## src/fst_pkg.sv

```systemverilog
// Shared types and constants for the frame sequence timer.
`timescale 1ns / 1ps

package fst_pkg;

  localparam int CFG_INDEX_WIDTH = 3;
  localparam int CFG_DATA_WIDTH  = 32;

  localparam logic [CFG_INDEX_WIDTH-1:0] REG_FIRST_FRAME   = 3'd0;
  localparam logic [CFG_INDEX_WIDTH-1:0] REG_LAST_FRAME    = 3'd1;
  localparam logic [CFG_INDEX_WIDTH-1:0] REG_FRAME_TICKS   = 3'd2;
  localparam logic [CFG_INDEX_WIDTH-1:0] REG_LOOP_ENABLE   = 3'd3;
  localparam logic [CFG_INDEX_WIDTH-1:0] REG_BOUNCE_ENABLE = 3'd4;

  typedef struct packed {
    logic capture;
    logic load;
    logic begin_adv;
    logic step;
    logic wrap_up;
    logic emit;
  } cmd_t;

  typedef struct packed {
    logic is_load;
    logic skip;
    logic step_due;
    logic out_free;
  } stat_t;

endpackage

```

## src/fst_ctrl.sv

```systemverilog
// Controller state machine that sequences one item through the datapath.
`timescale 1ns / 1ps

module fst_ctrl (
  input  logic          clk,
  input  logic          rst_n,
  input  logic          in_valid,
  output logic          in_stall,
  input  fst_pkg::stat_t st_i,
  output fst_pkg::cmd_t  cmd_o
);

  typedef enum logic [1:0] {
    ST_IDLE,
    ST_NORM,
    ST_STEP,
    ST_FIN
  } state_t;

  state_t state_r, state_nxt;

  assign in_stall = (state_r != ST_IDLE);

  always_comb begin
    cmd_o     = '0;
    state_nxt = state_r;
    case (state_r)
      ST_IDLE: begin
        if (in_valid) begin
          cmd_o.capture = 1'b1;
          state_nxt     = ST_NORM;
        end
      end
      ST_NORM: begin
        if (st_i.is_load) begin
          cmd_o.load = 1'b1;
          state_nxt  = ST_FIN;
        end else if (st_i.skip) begin
          state_nxt = ST_FIN;
        end else begin
          cmd_o.begin_adv = 1'b1;
          state_nxt       = ST_STEP;
        end
      end
      ST_STEP: begin
        // One frame step per cycle until the accumulator holds less than a frame.
        if (st_i.step_due) begin
          cmd_o.step = 1'b1;
        end else begin
          cmd_o.wrap_up = 1'b1;
          state_nxt     = ST_FIN;
        end
      end
      ST_FIN: begin
        if (st_i.out_free) begin
          cmd_o.emit = 1'b1;
          state_nxt  = ST_IDLE;
        end
      end
      default: begin
        state_nxt = ST_IDLE;
      end
    endcase
  end

  always_ff @(posedge clk) begin
    if (!rst_n) begin
      state_r <= ST_IDLE;
    end else begin
      state_r <= state_nxt;
    end
  end

  a_emit_needs_slot: assert property (@(posedge clk) disable iff (!rst_n)
    cmd_o.emit |-> st_i.out_free)
    else $error("result written while output register is still occupied");

  a_fin_waits: assert property (@(posedge clk) disable iff (!rst_n)
    (state_r == ST_FIN && !st_i.out_free) |=> (state_r == ST_FIN))
    else $error("finished item left before its result was written");

endmodule

```

## src/fst_dp.sv

```systemverilog
// Datapath: configuration registers, sequencer state, frame stepper and result register.
`timescale 1ns / 1ps

module fst_dp #(
  parameter int FRAME_WIDTH = 16,
  parameter int TICK_WIDTH  = 16
) (
  input  logic                                clk,
  input  logic                                rst_n,
  input  logic                                cfg_we,
  input  logic [fst_pkg::CFG_INDEX_WIDTH-1:0] cfg_index,
  input  logic [fst_pkg::CFG_DATA_WIDTH-1:0]  cfg_data,
  input  logic                                in_action,
  input  logic [TICK_WIDTH-1:0]               in_elapsed,
  input  logic [FRAME_WIDTH-1:0]              in_load_frame,
  input  logic                                in_load_reverse,
  input  logic                                in_load_playing,
  input  logic                                out_stall,
  output logic                                out_valid,
  output logic [FRAME_WIDTH-1:0]              out_shown_frame,
  output logic                                out_is_playing,
  output logic                                out_is_reverse,
  input  fst_pkg::cmd_t                       cmd_i,
  output fst_pkg::stat_t                      st_o
);

  localparam int ACC_WIDTH = TICK_WIDTH + 1;

  // Configuration registers.
  logic [FRAME_WIDTH-1:0] first_r;
  logic [FRAME_WIDTH-1:0] last_r;
  logic [TICK_WIDTH-1:0]  ticks_r;
  logic                   loop_r;
  logic                   bounce_r;

  // Captured item.
  logic                   act_r;
  logic [TICK_WIDTH-1:0]  elapsed_r;
  logic [FRAME_WIDTH-1:0] lframe_r;
  logic                   lrev_r;
  logic                   lplay_r;

  // Sequencer state.
  logic [FRAME_WIDTH-1:0] frame_r, frame_nxt;
  logic [ACC_WIDTH-1:0]   acc_r, acc_nxt;
  logic                   rev_r, rev_nxt;
  logic                   play_r, play_nxt;

  // Result register.
  logic                   out_valid_r;
  logic [FRAME_WIDTH-1:0] shown_r;
  logic                   oplay_r;
  logic                   orev_r;

  logic [FRAME_WIDTH-1:0] lo_w;
  logic [FRAME_WIDTH-1:0] hi_w;
  logic [TICK_WIDTH-1:0]  dur_w;
  logic                   bounce_w;
  logic                   one_shot_w;
  logic                   outside_w;
  logic [ACC_WIDTH-1:0]   acc_base_w;

  assign lo_w       = first_r;
  assign hi_w       = (last_r < first_r) ? first_r : last_r;
  assign dur_w      = (ticks_r == '0) ? TICK_WIDTH'(1) : ticks_r;
  // Reflection only makes sense when the range holds more than one frame.
  assign bounce_w   = bounce_r && (hi_w > lo_w);
  assign one_shot_w = !loop_r && !bounce_r;
  assign outside_w  = (frame_r < lo_w) || (frame_r > hi_w);
  assign acc_base_w = outside_w ? '0 : acc_r;

  assign st_o.is_load  = act_r;
  assign st_o.skip     = (elapsed_r == '0) || !play_r;
  assign st_o.step_due = (acc_r >= {1'b0, dur_w});
  assign st_o.out_free = !out_valid_r || !out_stall;

  always_comb begin
    frame_nxt = frame_r;
    acc_nxt   = acc_r;
    rev_nxt   = rev_r;
    play_nxt  = play_r;
    if (cmd_i.load) begin
      frame_nxt = lframe_r;
      rev_nxt   = lrev_r;
      play_nxt  = lplay_r;
      acc_nxt   = '0;
    end else if (cmd_i.begin_adv) begin
      // A frame outside the range restarts at the first frame.
      frame_nxt = outside_w ? lo_w : frame_r;
      acc_nxt   = ACC_WIDTH'(acc_base_w + {1'b0, elapsed_r});
    end else if (cmd_i.step) begin
      acc_nxt = acc_r - {1'b0, dur_w};
      if (!rev_r) begin
        if (frame_r == hi_w) begin
          if (bounce_w) begin
            frame_nxt = hi_w - FRAME_WIDTH'(1);
            rev_nxt   = 1'b1;
          end else if (loop_r) begin
            frame_nxt = lo_w;
          end else begin
            frame_nxt = hi_w;
            play_nxt  = 1'b0;
            acc_nxt   = '0;
          end
        end else begin
          frame_nxt = frame_r + FRAME_WIDTH'(1);
        end
      end else begin
        if (frame_r == lo_w) begin
          if (bounce_w) begin
            frame_nxt = lo_w + FRAME_WIDTH'(1);
            rev_nxt   = 1'b0;
          end else if (loop_r) begin
            frame_nxt = hi_w;
          end else begin
            frame_nxt = lo_w;
            play_nxt  = 1'b0;
            acc_nxt   = '0;
          end
        end else begin
          frame_nxt = frame_r - FRAME_WIDTH'(1);
        end
      end
    end else if (cmd_i.wrap_up) begin
      // In one-shot mode, sitting on the end in the direction of play finishes at once.
      if (one_shot_w && ((!rev_r && frame_r == hi_w) || (rev_r && frame_r == lo_w))) begin
        play_nxt = 1'b0;
        acc_nxt  = '0;
      end
    end
  end

  always_ff @(posedge clk) begin
    if (!rst_n) begin
      first_r     <= '0;
      last_r      <= '0;
      ticks_r     <= TICK_WIDTH'(1);
      loop_r      <= 1'b0;
      bounce_r    <= 1'b0;
      frame_r     <= '0;
      acc_r       <= '0;
      rev_r       <= 1'b0;
      play_r      <= 1'b0;
      out_valid_r <= 1'b0;
    end else begin
      if (cfg_we) begin
        case (cfg_index)
          fst_pkg::REG_FIRST_FRAME:   first_r  <= cfg_data[FRAME_WIDTH-1:0];
          fst_pkg::REG_LAST_FRAME:    last_r   <= cfg_data[FRAME_WIDTH-1:0];
          fst_pkg::REG_FRAME_TICKS:   ticks_r  <= cfg_data[TICK_WIDTH-1:0];
          fst_pkg::REG_LOOP_ENABLE:   loop_r   <= cfg_data[0];
          fst_pkg::REG_BOUNCE_ENABLE: bounce_r <= cfg_data[0];
          default: ;
        endcase
      end
      frame_r <= frame_nxt;
      acc_r   <= acc_nxt;
      rev_r   <= rev_nxt;
      play_r  <= play_nxt;
      if (cmd_i.emit) begin
        out_valid_r <= 1'b1;
      end else if (out_valid_r && !out_stall) begin
        out_valid_r <= 1'b0;
      end
    end
  end

  always_ff @(posedge clk) begin
    if (cmd_i.capture) begin
      act_r     <= in_action;
      elapsed_r <= in_elapsed;
      lframe_r  <= in_load_frame;
      lrev_r    <= in_load_reverse;
      lplay_r   <= in_load_playing;
    end
    if (cmd_i.emit) begin
      shown_r <= frame_r;
      oplay_r <= play_r;
      orev_r  <= rev_r;
    end
  end

  assign out_valid       = out_valid_r;
  assign out_shown_frame = shown_r;
  assign out_is_playing  = oplay_r;
  assign out_is_reverse  = orev_r;

  a_step_only_playing: assert property (@(posedge clk) disable iff (!rst_n)
    cmd_i.step |-> play_r)
    else $error("frame step issued while the animation is stopped");

  a_load_clears_acc: assert property (@(posedge clk) disable iff (!rst_n)
    cmd_i.load |=> (acc_r == '0))
    else $error("load item did not clear the tick accumulator");

endmodule

```

## src/frame_sequence_timer_core.sv

```systemverilog
// Top level of the frame sequence timer: controller plus datapath.
`timescale 1ns / 1ps

// Frame sequencer for a display animation. Each item either loads frame, direction and
// playing flag, or advances time by in_elapsed ticks; every item returns one result with
// the frame to show and the play state. A load, a zero advance or an advance while paused
// goes from the NORM state straight to FIN. An advance passes through the STEP state for up
// to N frame steps, where N is the number of whole frame durations in the carried plus elapsed
// ticks: the datapath moves one frame per cycle, and a one-shot animation stops early at
// its end. A result still waiting in the output register delays the write of the next
// result for as long as it stays stalled. A new item is taken once the previous one has
// reached the result register, so a waiting result does not hold up the next item's work.
// Configuration writes are always ready and must only be issued while no item is in flight.
module frame_sequence_timer_core #(
  parameter int FRAME_WIDTH = 16,
  parameter int TICK_WIDTH  = 16
) (
  input  logic                                clk,
  input  logic                                rst_n,
  input  logic                                cfg_valid,
  output logic                                cfg_ready,
  input  logic [fst_pkg::CFG_INDEX_WIDTH-1:0] cfg_index,
  input  logic [fst_pkg::CFG_DATA_WIDTH-1:0]  cfg_data,
  input  logic                                in_valid,
  output logic                                in_stall,
  input  logic                                in_action,
  input  logic [TICK_WIDTH-1:0]               in_elapsed,
  input  logic [FRAME_WIDTH-1:0]              in_load_frame,
  input  logic                                in_load_reverse,
  input  logic                                in_load_playing,
  output logic                                out_valid,
  input  logic                                out_stall,
  output logic [FRAME_WIDTH-1:0]              out_shown_frame,
  output logic                                out_is_playing,
  output logic                                out_is_reverse
);

  fst_pkg::cmd_t  cmd;
  fst_pkg::stat_t stat;

  assign cfg_ready = 1'b1;

  fst_ctrl u_ctrl (
    .clk      (clk),
    .rst_n    (rst_n),
    .in_valid (in_valid),
    .in_stall (in_stall),
    .st_i     (stat),
    .cmd_o    (cmd)
  );

  fst_dp #(
    .FRAME_WIDTH (FRAME_WIDTH),
    .TICK_WIDTH  (TICK_WIDTH)
  ) u_dp (
    .clk             (clk),
    .rst_n           (rst_n),
    .cfg_we          (cfg_valid && cfg_ready),
    .cfg_index       (cfg_index),
    .cfg_data        (cfg_data),
    .in_action       (in_action),
    .in_elapsed      (in_elapsed),
    .in_load_frame   (in_load_frame),
    .in_load_reverse (in_load_reverse),
    .in_load_playing (in_load_playing),
    .out_stall       (out_stall),
    .out_valid       (out_valid),
    .out_shown_frame (out_shown_frame),
    .out_is_playing  (out_is_playing),
    .out_is_reverse  (out_is_reverse),
    .cmd_i           (cmd),
    .st_o            (stat)
  );

endmodule
```

## config.mk

```make
export PLATFORM = sky130hd
export DESIGN_NAME = frame_sequence_timer_core
export DESIGN_NICKNAME = d
export VERILOG_FILES = /design/src/fst_pkg.sv /design/src/fst_ctrl.sv /design/src/fst_dp.sv /design/src/frame_sequence_timer_core.sv
export SDC_FILE = /design/constraint.sdc
export NUM_CORES = 1
export LEC_CHECK = 0
export ABC_AREA = 1
export BUFFER_PORTS_ARGS = -buffer_cell sky130_fd_sc_hd__buf_4
export CORE_ASPECT_RATIO = 1.5
export CORE_MARGIN = 4
export CORE_UTILIZATION = 55
export DETAILED_ROUTE_END_ITERATION = 6
export GPL_TIMING_DRIVEN = 1
export HOLD_SLACK_MARGIN = 0.02
export MAX_ROUTING_LAYER = met4
export PLACE_DENSITY = 0.89
export SLEW_MARGIN = 20
export SYNTH_ARGS = -nofsm -noshare
export SYNTH_HDL_FRONTEND = slang
export SYNTH_SLANG_ARGS = --single-unit
```

## constraint.sdc

```tcl
create_clock -name clk -period 5 [get_ports clk]
set_input_delay 0.5 -clock clk [delete_from_list [all_inputs] [get_ports clk]]
set_output_delay 0.5 -clock clk [all_outputs]
set_load 0.005 [all_outputs]
```

==> reports/metrics.yaml, run 1 <==
crit_fanout: 6
syn_area_um2: 10900
synth_most_common_cell: "nand2_1"
synth_compound_area_frac: 0.192
slew_headroom: 0.122
final_cells: 2000
die_w_um: 123
grt_pass1_vias: 12089
core_area_um2: 19300
grt_pass1_wl_mm: 60.7
min_path_type: "primary input to flop"
placedCellCount: 1942
nets: 1911
start_util: 0.566
holdWs_ns: 0.228
synthMuxAreaShare: 0
wl_per_cell_um: 20.0
die_h_um: 181
boundaryPins: 96
insertion_delay_ns: 0.44
netlist_top_cells_count: "316 x nand2_1, 179 x a21oi_1, 150 x inv_1"
num_rows: 62
cp-end-kind: "flop"
worstSetupPathType: "flop to flop"
yosys.area_share.xor_xnor: 0.0345
synthSimpleGateAreaFrac: 0.265
drive_above_1_share: 0.218
synth_top_family_by_area: "simple AND/OR/NAND/NOR gates"
post-route-util: 0.718
drv_cap: 0
cts_root_buffer: "clkbuf_16"
ys_async_sr_fraction: 0
synthFlopType: "dfxtp_1"
dp_hpwl_mm: 27.9
drt.antenna.violating_nets: 0
cts_buffers: 17
antenna_cells: 0
clockBufferDepth: 2
pre_cts_slack_ns: -0.136
synth_area_leader_cell: "dfxtp_1"
finalWirelength_mm: 40.0
yosysSeqAreaShare: 0.307
worst_setup_path_start_kind: "flop"
synthTopCellsByArea: "dfxtp_1 16%, edfxtp_1 15%, ha_1 12%"
via_count: 12330
ys_ff_latch: 141
grt_use_total: 0.361
overflow: 0
cp_slowest_stage_delay_ns: 0.35
synthAdderAreaFrac: 0.122
setup_ws_ns: -0.156
fin_crit_sh: 1.03
path_clk_slew_ns: 0.07
vias_per_cell: 6.17
crit_arrival_ns: 5.52
tightestPinTransition_ns: 1.32
synth_cells: 1559
cts.sinks: 141
max_freq_mhz: 194
gp_congestion: 1.01
status: "finished, violations left"
areaGrowthSynthToFinish_pct: 26.9
synth_nets: 1739
worstPathRequired_ns: 5.36
cp_slowest_cell: "nor4_4"
leakage_uw: 0.00625
fillCellCount: 1469
synth_cell_type_count: 52
cts_tree: "done"
power_density_nw_per_um2: 515
synth_top_area_share: 0.161
drt_pass1_iterations: 7
rsz0062_at_grt: "true"
cp_common_cell: "nand2_1"
synth_edf_count: 53
finalHoldViolCount: 0
antenna_found_initial: 0
drc: 1
slew_viol_final: 0
setup_viol: 6
dieArea_um2: 22200
port_buffers: 78
finalPower_uw: 7150
htree_levels: 4
period_minus_slack_ns: 5.16
violations: "design-rule violations, negative setup slack"
clock_skew_ns: 0.0132
grt_max_degree: 70
ir_drop_uv: 689
synth_warnings: 0
avgSynthCellArea_um2: 7.01
drtIter0Drc: 1407
==> sequential cells by signal (all words and copies together), names as in the netlist, 2 cells and up <==
register / flops
u_dp.last_r: 16
u_dp.first_r: 16
u_dp.out_shown_frame: 16
u_ctrl.state_r: 2
u_dp.ticks_r: 16
u_dp.lframe_r: 16
u_dp.frame_r: 16
u_dp.acc_r: 17
u_dp.elapsed_r: 16
==> placed cells by master, fill, tap and decap left out, types with 22 or more instances in the layout <==
cell type	instances
nor2_1	133
dfxtp_1	74
a21oi_1	171
xor2_1	35
nand3_1	118
edfxtp_1	53
buf_4	199
nand4_1	22
inv_1	140
o21ai_0	125
ha_1	88
nand2_1	298
==> per-layer routing <==
layer  vias to the layer above  share of wire  GRT usage
met5                         -              0          -
met4                         0           0.11      0.299
met2                       718           0.51      0.617
met3                       326          0.058     0.0537
li1                       5672              -          -
met1                      5614           0.33      0.351
==> final cells by class <==
type	count	area, µm²	area share
inverters	162	617	0.0445
well taps	256	320	0.0231
flip-flops and latches	141	3370	0.243
clock inverters	12	194	0.0140
repair buffers	211	1690	0.121
multi-input cells	1198	7220	0.520
clock buffers	20	468	0.0337
==> through the flow <==
stage	cell area [µm²]	setup TNS, ns
after floorplan	11000	0
after global placement	12500	-0.0243
after detailed placement	12500	-0.220
after CTS	13400	0
after global routing	13900	-3.02
final	13900	-0.530
==> kinds of logic after synthesis <==
group / Yosys count
AO/OA/AOI/OAI: 387
XOR/XNOR: 43
adder cells (fa/ha/maj): 105
buffers and inverters: 222
flip-flops: 141
other: 1
AND/OR/NAND/NOR: 660
==> worst paths after layout <==
path                                                     from                           to  slack [ns]  cells after the start
worst max-delay path            u_dp.first_r[10]$_SDFFE_PN0P_  u_dp.acc_r[15]$_SDFFE_PP0P_       -0.16                     33
worst min-delay path                          in_load_reverse        u_dp.lrev_r$_DFFE_PP_        0.23                      1
worst max register to register  u_dp.first_r[10]$_SDFFE_PN0P_  u_dp.acc_r[15]$_SDFFE_PP0P_       -0.16                     33
worst min register to register    u_dp.last_r[0]$_SDFFE_PN0P_  u_dp.last_r[0]$_SDFFE_PN0P_        0.46                      2
==> power by group <==
group          internal, µW  total (µW)  leakage (µW)  switching (µW)
Combinational          1530        4110       0.00471            2580
Clock                   893        1440      0.000321             551
Sequential             1420        1600       0.00122             183
Total                  3840        7150       0.00625            3310
==> what timing repair did <==
item / 4_1_cts / 5_1_grt
gates resized for setup: 42 / 68
setup endpoints to repair: 4 / 13
hold buffers: 0 / 0
gates cloned: 2 / 1
setup buffers: 12 / 12
pin swaps: 32 / 47
==> worst max-delay path, delay by kind of cell, from the launching register on <==
kind | cells | cell delay, ns
AOI/OAI and AO/OA | 4 | 0.62
xor gates and xnor gates | 1 | 0.14
adders and majority gates | 3 | 0.93
buffers and inverters | 6 | 0.57
DFF | 1 | 0.34
and+or+nand+nor | 19 | 2.45
Power figures use the tool's default switching activity.
==> inputs of run 2 (changes only) <==
--- a/config.mk
+++ b/config.mk
@@ -9,12 +9,12 @@
 export BUFFER_PORTS_ARGS = -buffer_cell sky130_fd_sc_hd__buf_4
 export CORE_ASPECT_RATIO = 1.5
 export CORE_MARGIN = 4
-export CORE_UTILIZATION = 55
+export CORE_UTILIZATION = 45
 export DETAILED_ROUTE_END_ITERATION = 6
 export GPL_TIMING_DRIVEN = 1
 export HOLD_SLACK_MARGIN = 0.02
 export MAX_ROUTING_LAYER = met4
-export PLACE_DENSITY = 0.89
+export PLACE_DENSITY = 0.77
 export SLEW_MARGIN = 20
 export SYNTH_ARGS = -nofsm -noshare
 export SYNTH_HDL_FRONTEND = slang
==> reports/metrics.yaml, run 2 (same netlist as run 1, synthesis figures left out) <==
status: "finished, final reports clean"
dp_hpwl_mm: 28.7
reg2reg_to: "u_dp.acc_r[15]$_SDFFE_PP0P_"
placedCellCount: 2013
drt.antenna.violating_nets: 0
cp_slowest_stage_delay_ns: 0.33
areaGrowthSynthToFinish_pct: 28.0
worstPathRequired_ns: 5.37
drive_above_1_share: 0.232
clockBufferDepth: 2
vias_per_cell: 5.76
grt_use_total: 0.278
htree_levels: 4
pre_cts_slack_ns: -0.145
slew_headroom: 0.312
top_layer: "met4"
met3_length_mm: 1.63
wl_per_cell_um: 18.5
combPwrFrac: 0.586
worstSetupPathType: "flop to flop"
grt_max_degree: 70
p_int_uw: 3680
r2r_setup_slack_ns: 0.02
finalHoldViolCount: 0
max_freq_mhz: 201
seqPwrFrac: 0.231
insertion_delay_ns: 0.44
cts_tree: "done"
r2r_cells: 35
hold_end: "u_dp.elapsed_r[12]$_DFFE_PP_"
cts_buffers: 17
dieArea_um2: 26900
path_clk_slew_ns: 0.07
swShare: 0.467
hold_path_depth: 1
wl_met1_mm: 12.9
antenna_found_initial: 0
fin_crit_sh: 0.995
grt_pass1_vias: 11286
slew_viol_final: 0
wl_met2_mm: 20.0
drt_pass1_iterations: 5
setup_ws_ns: 0.0246
ir_drop_uv: 377
finalWirelength_mm: 38.3
overflow: 0
via_count: 11873
antenna_cells: 0
gp_congestion: 1.01
crit_arrival_ns: 5.34
min_path_type: "primary input to flop"
tightestPinTransition_ns: 1.03
pwr-share-clk: 0.183
start_util: 0.459
setup_viol: 0
cts_root_buffer: "clkbuf_16"
holdWs_ns: 0.232
drv_cap: 0
power_density_nw_per_um2: 494
num_rows: 69
worstHoldStart: "in_elapsed[12]"
crit_fanout: 8
cts_hold_buf: 0
rsz0062_at_grt: "true"
worst_setup_path_start_kind: "flop"
cts.sinks: 141
drc: 0
clock_skew_ns: 0.00908
port_buffers: 78
final_common_cell: "nand2_1"
leakage_uw: 0.00622
period_minus_slack_ns: 4.98
boundaryPins: 96
core_area_um2: 23800
largest_register_ffs: 17
die_w_um: 135
grt_pass1_wl_mm: 56.0
r2r_start: "u_dp.first_r[5]$_SDFFE_PN0P_"
critPathTopFamily: "simple AND/OR/NAND/NOR gates"
cp_slowest_cell: "dfxtp_2"
switchingPower_uw: 3230
nets: 1911
die_h_um: 199
max_flop_register: "u_dp.acc_r"
cp-end-kind: "flop"
final_cells: 2063
final_cell_mix: "296 x nand2_1, 200 x buf_4, 167 x a21oi_1"
final.setup.tns_ns: 0
path_buf_inv: 7
drtIter0Drc: 940
run 2: cell count changes in the layout (fill, tap and decap cells not counted), sizes merged:
cell / before / now
bufinv: 4 / 1
clkbuf: 21 / 19
clkinv: 4 / 9
nand2: 330 / 329
buf: 210 / 211
run 2: worst reg2reg max path: cells and delay by family (launching register included):
kind | cells | cell delay, ns
and+or+nand+nor | 17 | 1.95
DFF | 1 | 0.33
AOI/OAI and AO/OA | 7 | 1.01
xor gates and xnor gates | 1 | 0.13
buffers and inverters | 7 | 0.79
adders and majority gates | 3 | 0.72
run 2: power by group through the flow:
stage	clock [µW]	sequential (µW)	combinational (µW)
after floorplan	0	1550	2550
after global routing	1330	1610	4480
after detailed placement	0	1610	3630
after global placement	0	1600	3550
final	1270	1590	4050
after CTS	1280	1580	3710
run 2: layer usage:
| metal | vias up | global-route usage |
|---|---|---|
| met5 | - | - |
| met4 | 0 | 0.234 |
| met3 | 230 | 0.0420 |
| met2 | 490 | 0.500 |
| met1 | 5479 | 0.253 |
| li1 | 5674 | - |
run 2: stage by stage:
step	area, µm²	util	power (µW)
3_3_place_gp	12600	0.529	5160
5_1_grt	14000	0.587	7410
4_1_cts	13300	0.557	6570
2_1_floorplan	11000	-	4100
3_5_place_dp	12600	0.529	5230
6_report	14000	0.587	6910
run 2: layout make-up:
class | instances | area, µm²
clock inverters | 14 | 151
repair buffers | 212 | 1680
multi-input cells | 1197 | 7330
fillers | 2205 | 9840
well taps | 319 | 399
clock buffers | 18 | 439
inverters | 162 | 617
flip-flops and latches | 141 | 3370
run 2: worst max-delay path by stage:
stage / startpoint / end / slack [ns] / cells past startpoint
2_1_floorplan: u_dp.first_r[11]$_SDFFE_PN0P_ / u_dp.acc_r[14]$_SDFFE_PP0P_ / 0.009 / 37
3_3_place_gp: u_dp.first_r[5]$_SDFFE_PN0P_ / u_dp.acc_r[14]$_SDFFE_PP0P_ / -0.07 / 38
3_5_place_dp: u_dp.first_r[5]$_SDFFE_PN0P_ / u_dp.acc_r[14]$_SDFFE_PP0P_ / -0.15 / 38
4_1_cts: u_dp.first_r[11]$_SDFFE_PN0P_ / u_dp.acc_r[14]$_SDFFE_PP0P_ / 0.003 / 36
5_1_grt: u_dp.first_r[5]$_SDFFE_PN0P_ / u_dp.acc_r[14]$_SDFFE_PP0P_ / -0.26 / 38
6_report: u_dp.first_r[5]$_SDFFE_PN0P_ / u_dp.acc_r[15]$_SDFFE_PP0P_ / 0.02 / 35
run 2: what timing repair did:
item,in CTS,in global routing
pin swaps,11,38
gates resized for setup,16,117
gates cloned,0,3
setup endpoints to repair,8,11
buffers inserted,3,12
==> inputs of run 3 (changes only) <==
--- a/config.mk
+++ b/config.mk
@@ -5,7 +5,6 @@
 export SDC_FILE = /design/constraint.sdc
 export NUM_CORES = 1
 export LEC_CHECK = 0
-export ABC_AREA = 1
 export BUFFER_PORTS_ARGS = -buffer_cell sky130_fd_sc_hd__buf_4
 export CORE_ASPECT_RATIO = 1.5
 export CORE_MARGIN = 4
==> reports/metrics.yaml, run 3 <==
overflow: 0
clockBufferDepth: 2
tightestPinTransition_ns: 1.11
r2r_cells: 31
start_util: 0.457
cts.sinks: 141
die_w_um: 136
dp_hpwl_mm: 34.8
drt.antenna.violating_nets: 0
max_freq_mhz: 170
antenna_found_initial: 0
die_h_um: 201
setup_ws_ns: -0.880
num_rows: 70
drive_above_1_share: 0.328
netlist_top_cells_count: "179 x nand2_1, 103 x ha_1, 91 x a21oi_1"
rsz0062_at_grt: "true"
dieArea_um2: 27300
grt_max_degree: 75
period_minus_slack_ns: 5.88
vias_per_cell: 6.31
syn_area_um2: 11100
min_path_type: "primary input to flop"
grt_pass1_wl_mm: 69.5
areaGrowthSynthToFinish_pct: 39.8
grt_pass1_vias: 12297
largest_register_ffs: 17
cp-end-kind: "flop"
crit_end: "u_dp.acc_r[16]$_SDFFE_PP0P_"
cts_root_buffer: "clkbuf_16"
synth_edf_count: 53
setup_viol: 35
avgSynthCellArea_um2: 8.18
port_buffers: 78
synth_cell_type_count: 92
slew_headroom: 0.262
synth_area_leader_cell: "dfxtp_1"
final_cells: 1971
synthTopCellsByArea: "dfxtp_1 16%, edfxtp_1 14%, ha_1 12%"
synth_warnings: 0
final.setup.tns_ns: -23.58
slew_viol_final: 0
max_flop_register: "u_dp.acc_r"
boundaryPins: 96
drv_cap: 0
violations: "negative setup slack"
cts_hold_buf: 0
cp_slowest_stage_delay_ns: 0.38
holdWs_ns: 0.229
ir_drop_uv: 355
finalHoldViolCount: 0
finalWirelength_mm: 46.7
drt_pass1_iterations: 6
post-route-util: 0.638
crit_arrival_ns: 6.21
grt_use_total: 0.343
r2r_setup_slack_ns: -0.88
clock_skew_ns: 0.00850
cp_common_cell: "nand4_1"
antenna_cells: 0
ys_ff_latch: 141
via_count: 12442
synthFlopType: "dfxtp_1"
worstSetupPathType: "flop to flop"
finalPower_uw: 8500
cts_buffers: 17
placedCellCount: 1879
leakage_uw: 0.00628
worst_setup_path_start_kind: "flop"
final_cell_mix: "279 x buf_4, 176 x nand2_1, 86 x ha_1"
synth_top_area_share: 0.158
startpoint: "u_dp.first_r[8]$_SDFFE_PN0P_"
fin_crit_sh: 1.18
htree_levels: 4
cp_slowest_cell: "fa_2"
gp_congestion: 1.04
yosysSeqAreaShare: 0.302
r2r_start: "u_dp.first_r[8]$_SDFFE_PN0P_"
final_common_cell: "buf_4"
drc: 0
status: "finished, violations left"
cts_tree: "done"
drtIter0Drc: 986
path_clk_slew_ns: 0.07
synth_nets: 1540
power_density_nw_per_um2: 547
synth_cells: 1360
crit_fanout: 8
nets: 1814
core_area_um2: 24300
synth_most_common_cell: "nand2_1"
worstPathRequired_ns: 5.33
ys_async_sr_fraction: 0
insertion_delay_ns: 0.44
wl_per_cell_um: 23.7
reg2reg_to: "u_dp.acc_r[16]$_SDFFE_PP0P_"
## run 3: cell count changes after synthesis, moves of 22 or more
cell	delta
inv_1	-77
o21ai_0	-71
a21oi_1	-88
and2_1	+24
a21boi_0	+47
nand3_1	-81
xnor2_1	+25
nor2_1	-61
nand2_1	-137
nor3_1	+22
## run 3: timing repair
item | 4_1_cts | 5_1_grt
setup endpoints to repair | 35 | 35
endpoints found under the hold margin | 0 | 0
resized for setup | 127 | 102
setup buffers | 33 | 30
pin swaps | 60 | 73
gates cloned | 2 | 1
## run 3: cells by family after synthesis
| group | share of synthesized area |
|---|---|
| buffers and inverters | 0.0538 |
| multiplexers | 0.0212 |
| AND/OR/NAND/NOR | 0.206 |
| other | 0.000337 |
| AO/OA/AOI/OAI | 0.252 |
| adder cells (fa/ha/maj) | 0.121 |
| XOR/XNOR | 0.0449 |
| flip-flops | 0.302 |
## run 3: worst min-delay path by stage
stage,end,slack (ns),startpoint,cells after the start
after floorplan,u_dp.out_is_reverse$_DFFE_PP_,0.41,u_dp.rev_r$_SDFFE_PN0P_,0
after global placement,u_dp.frame_r[3]$_SDFFE_PN0P_,0.46,u_dp.lframe_r[3]$_DFFE_PP_,2
after detailed placement,u_dp.frame_r[9]$_SDFFE_PN0P_,0.48,u_dp.lframe_r[9]$_DFFE_PP_,2
after CTS,u_dp.lframe_r[9]$_DFFE_PP_,0.22,in_load_frame[9],1
after global routing,u_dp.lframe_r[9]$_DFFE_PP_,0.22,in_load_frame[9],1
final,u_dp.lframe_r[9]$_DFFE_PP_,0.23,in_load_frame[9],1
## run 3: area by class of cell
class                      count  area (µm²)
fill                        2058        8810
multi-input combinational   1069        8160
sequential                   141        3360
timing repair buffer         331        2740
clock buffer                  17         425
tap                          324         405
inverter                      74         293
clock inverter                15         154
## run 3: worst max-delay path: cells and delay by family (launching register included)
kind            cells  cell delay (ns)
flops               1             0.36
buf+inv             5             0.48
fa+ha+maj           4             1.03
simple gates       13             2.27
compound gates      9             1.62
## run 3: power by group
group	switching [µW]	internal [µW]
clock network	570	702
registers	225	1420
logic	3090	2500
total	3880	4620
## run 3: stage by stage
stage	setup slack [ns]	area, µm²
floorplan	-0.674	11300
global placement	-0.694	13400
detailed placement	-0.860	13400
CTS	-0.774	14800
global route	-1.14	15500
finish	-0.880	15500
## run 3: layer usage
layer / vias to the layer above / routed length (µm) / GRT usage
met3: 304 / 2920 / 0.0524
met1: 5834 / 15700 / 0.352
met5: - / 0 / -
li1: 5584 / - / -
met4: 0 / 4810 / 0.271
met2: 720 / 23200 / 0.575
